<file path="src/sv/spq_pkg.sv">
// package: types and constants of the sorted priority queue
`timescale 1ns / 1ps
package spq_pkg;

  localparam int DEPTH       = 64;
  localparam int COST_BITS   = 32;
  localparam int HANDLE_BITS = 16;
  localparam int CNT_W       = $clog2(DEPTH + 1);
  localparam int OCC_W       = 7;

  typedef enum logic [1:0] {
    OP_INSERT = 2'd0,
    OP_REMOVE = 2'd1,
    OP_CLEAR  = 2'd2
  } op_e;

  typedef struct packed {
    logic [COST_BITS-1:0]   cost;
    logic [HANDLE_BITS-1:0] handle;
  } entry_t;

  typedef struct packed {
    logic ins_en;
    logic rem_en;
  } cell_ctrl_t;

endpackage

</file>
<file path="src/sv/spq_cell.sv">
// one queue cell: holds an entry, shifts right on insert and left on remove
`timescale 1ns / 1ps
module spq_cell (
  input  logic                clk,
  input  spq_pkg::cell_ctrl_t ctrl,
  input  logic                occ,
  input  spq_pkg::entry_t     new_entry,
  input  spq_pkg::entry_t     left_entry,
  input  logic                left_shift,
  input  spq_pkg::entry_t     right_entry,
  output spq_pkg::entry_t     entry,
  output logic                shift
);
  import spq_pkg::*;

  entry_t entry_r;
  entry_t entry_nxt;

  // cells past the fill point and costlier cells move right on insert
  assign shift = !occ || (entry_r.cost > new_entry.cost);
  assign entry = entry_r;

  always_comb begin
    entry_nxt = entry_r;
    priority if (ctrl.rem_en) begin
      entry_nxt = right_entry;
    end else if (ctrl.ins_en) begin
      priority if (left_shift) begin
        entry_nxt = left_entry;
      end else if (shift) begin
        entry_nxt = new_entry;
      end else begin
        entry_nxt = entry_r;
      end
    end else begin
      entry_nxt = entry_r;
    end
  end

  always_ff @(posedge clk) begin
    entry_r <= entry_nxt;
  end

endmodule

</file>
<file path="config.mk">
export PLATFORM = sky130hd
export DESIGN_NAME = spq_cell
export DESIGN_NICKNAME = d
export VERILOG_FILES = /design/src/sv/spq_pkg.sv /design/src/sv/spq_cell.sv
export SDC_FILE = /design/constraint.sdc
export NUM_CORES = 1
export LEC_CHECK = 0
export BUFFER_PORTS_ARGS = -buffer_cell sky130_fd_sc_hd__buf_2
export CAP_MARGIN = 20
export CORE_MARGIN = 5
export CORE_UTILIZATION = 47
export DETAILED_ROUTE_END_ITERATION = 10
export PLACE_DENSITY = 0.93
export SLEW_MARGIN = 20
export SYNTH_ARGS = -nofsm -noshare
export SYNTH_HDL_FRONTEND = slang
export SYNTH_SLANG_ARGS = --single-unit
</file>
<file path="constraint.sdc">
create_clock -name clk -period 11.58 [get_ports clk]
set_clock_uncertainty 0.15 [all_clocks]
set_input_delay 2.316 -clock clk [delete_from_list [all_inputs] [get_ports clk]]
set_output_delay 2.316 -clock clk [all_outputs]
set_load 0.03 [all_outputs]
</file>
==> metrics.md <==
| Metric | Value |
|---|---|
| Clock share of power | `0.200` |
| Synthesized instance count | `328` |
| Mean Syn Cell Area | `roughly 10 sq um` |
| Power share of the combinational group | `0.336` |
| Synth cell count leaders | `53 x nand2_1, 48 x edfxtp_1, 48 x mux2i_1` |
| DR vias | `between 3000 and 4000` |
| Area leader, netlist | `edfxtp_1` |
| Worst-path maximum fanout | `3` |
| # rows | `30` |
| Data required, critical path | `9.11 ns` |
| IO Port Bufs | `~200` |
| Clk slew on worst S/H paths | `about 0.090 ns` |
| First-pass GRT wire length | `14.9 mm` |
| Outcome | `finished clean` |
| Clock sinks | `48` |
| Slew Limit Fails | `0` |
| Cell mode on critical path | `buf_2` |
| Post-CTS Setup Repair Bufs | `0` |
| Vias in the first global route | `3360` |
| Worst path slowest cell | `o41ai_1` |
| CTS Hold Bufs | `0` |
| Antenna fix cells | `0` |
| Worst EP arrival | `4.14 ns` |
| Power Density | `109 nW/um^2` |
| Top-count cell post-synth | `nand2_1` |
| Sequential share of power | `0.464` |
| Die Y | `93.7 microns` |
| Routed wire length | `9.27 mm` |
| Internal | `about 0.32 mW` |
| Avg Vias per Cell | `~5.1` |
| GRT Util Overall | `0.210` |
| Deepest clock path buffer count | `2` |
| Crit start category | `input pin` |
| Slew HR | `0.439` |
| Fin. Hold Viols | `0` |
| Placed Area | `4350 sq um` |
| Clk_lat worst skew | `between 0.2 and 0.3 ns` |
| FILL cells | `between 500 and 600` |
| Crit path capture type | `output pin` |
| Layout cells sized above 1 | `0.405` |
| Yosys warns | `0` |
| Starting Density | `0.485` |
| Maximum VDD drop | `about 0.056 mV` |
| Post-synth EDFFs | `48` |
| Final HPWL DP | `~7.4 mm` |
| Root buffer cell | `clkbuf_8` |
| Max-cap violations | `0` |
| CTS buffer count | `5` |
| Largest net degree at the start of global routing | `99` |
| Top delay family on crit path | `compound AO/OA/AOI/OAI gates` |
| Share of the synthesized area in the top cell type | `0.438` |
| Die area | `approximately 9000 sq um` |
| Floorplan core area | `6790 sq um` |
| Register bit total from synthesis | `48` |
| Fmax | `around 150 MHz` |
| Global route total overflow | `0` |
| WL/cell | `around 15 microns` |
| Routability Congestion | `slightly above 0.8` |
| Design area | `approximately 4400 sq um` |
| Leak | `2.31 nW` |
| Sequential Area | `between 1000 and 1500 sq um` |
| Final nets | `approximately 700` |
| Syn_nets | `approximately 500` |
| WS Path Type | `input pin to output pin` |
| Number of flip-flops in the largest register | `48` |
| Die span in x | `~94 microns` |
| Worst path cell trace | `buf_2, inv_1, ha_1, nand4_1, nor3_1, a21boi_1, o41ai_1, a21oi_1, buf_2` |
| DRT iter0 DRCs | `around 120` |
| Post-synthesis sequential area ratio | `0.438` |
| Cell variety after synth | `31` |
| Setup violations, final | `0` |
| Min Tclk post-route | `6.60 ns` |
| Worst Max-Slew Pin Slew | `roughly 0.84 ns` |
| I/O pin total | `between 150 and 200` |
| CTS tree | `done` |
| Area growth, synth to finish | `34.5%` |
| Drt pass-1 iters | `7` |
| Async SR Flop Fraction | `0` |
| Worst path max stage delay | `between 0.5 and 0.6 ns` |
| H-Tree Depth | `2` |
| CTS resizes | `0` |
| Area of the multi-input gates | `about 1700 sq um` |
| Setup TNS | `0 ns` |
| Post-DRT Antenna Nets | `0` |
| Sw frac | `0.337` |
| Unrepaired setup endpoints after global routing | `no` |
| Post-Syn Area | `roughly 3300 sq um` |
| Residual DRC | `0` |
| Top FF cell, synth | `edfxtp_1` |
| WP buf/inv | `3` |
| Switching power | `0.162 mW` |
| Top cells by area, synth | `edfxtp_1 44%, mux2i_1 15%, ha_1 12%` |
| Initial antenna violation count | `1` |
| Part of the cycle the worst path needs | `0.570` |
| Worst Hold Class | `register to register` |
-- kinds of logic (layout without fill, tap and decap cells) --
family,count (synthesis),count (layout),synth area share
DFF,48,48,0.438
and+or+nand+nor,74,74,0.107
muxes,48,48,0.146
AOI/OAI and AO/OA,76,76,0.124
adders and majority gates,32,32,0.122
buffers and inverters,50,241,0.0635
-- area by class of cell --
class / count / share of cell area
well taps: 96 / 0.0271
clock buffers: 7 / 0.0172
multi-input cells: 230 / 0.373
flip-flops and latches: 48 / 0.326
inverters: 33 / 0.0280
repair buffers: 200 / 0.228
clock inverters: 1 / 0.000848
-- path summary, 6_finish.rpt --
check | startpoint | endpoint | slack, ns | depth (start not counted)
max | new_entry[29] | shift | 4.98 | 9
min | entry[32] | entry[35] | 1.34 | 6
max reg2reg | entry[30] | entry[2] | 8.77 | 7
min reg2reg | entry[32] | entry[35] | 1.34 | 6
-- stage by stage --
| step | worst slack, ns | hold slack [ns] | power (mW) | utilization | instances |
|---|---|---|---|---|---|
| 4_1_cts | 5.02 | 1.36 | 0.486 | 0.652 | 615 |
| 3_5_place_dp | 5.02 | 1.36 | 0.389 | 0.640 | 607 |
| 5_1_grt | 4.83 | 1.45 | 0.511 | 0.652 | 615 |
| 3_3_place_gp | 5.07 | 1.35 | 0.381 | 0.640 | 607 |
| 6_report | 4.98 | 1.34 | 0.480 | 0.652 | 615 |
| 2_1_floorplan | 5.37 | 1.81 | 0.328 | - | 328 |
-- power groups by stage --
stage                     Clock (mW)  Combinational, mW  Sequential, mW
final                         0.0963              0.161           0.223
after global routing           0.108              0.178           0.225
after CTS                     0.0999              0.163           0.223
after detailed placement           0              0.162           0.227
after global placement             0              0.156           0.226
after floorplan                    0             0.0629           0.265
-- metal layers --
metal  vias up  track usage  wire length (microns)
met2       154        0.380                   4630
li1       1560            -                      -
met1      1387        0.231                   3500
met4         2       0.0927                    306
met5         -            0                      7
met3        34       0.0497                    820
-- placed cells by master, fill, tap and decap left out, drive strengths merged, types with 2 or more instances in the layout --
master    n
buf     200
nand2    53
o21ai    51
mux2i    48
edfxtp   48
inv      33
ha       32
a21oi    15
clkbuf    7
nand4     7
nand3     4
nor3      4
a21o      2
nor2      2
-- tightest hold or removal path, cell delays in order (launching register included) --
cell and delay, ns:
edfxtp_1 0.35, ha_1 0.23, nand4_1 0.10, nor4_2 0.06, o41ai_1 0.13, a21oi_4 0.06
buf_4 0.33
Power figures use the tool's default switching activity.
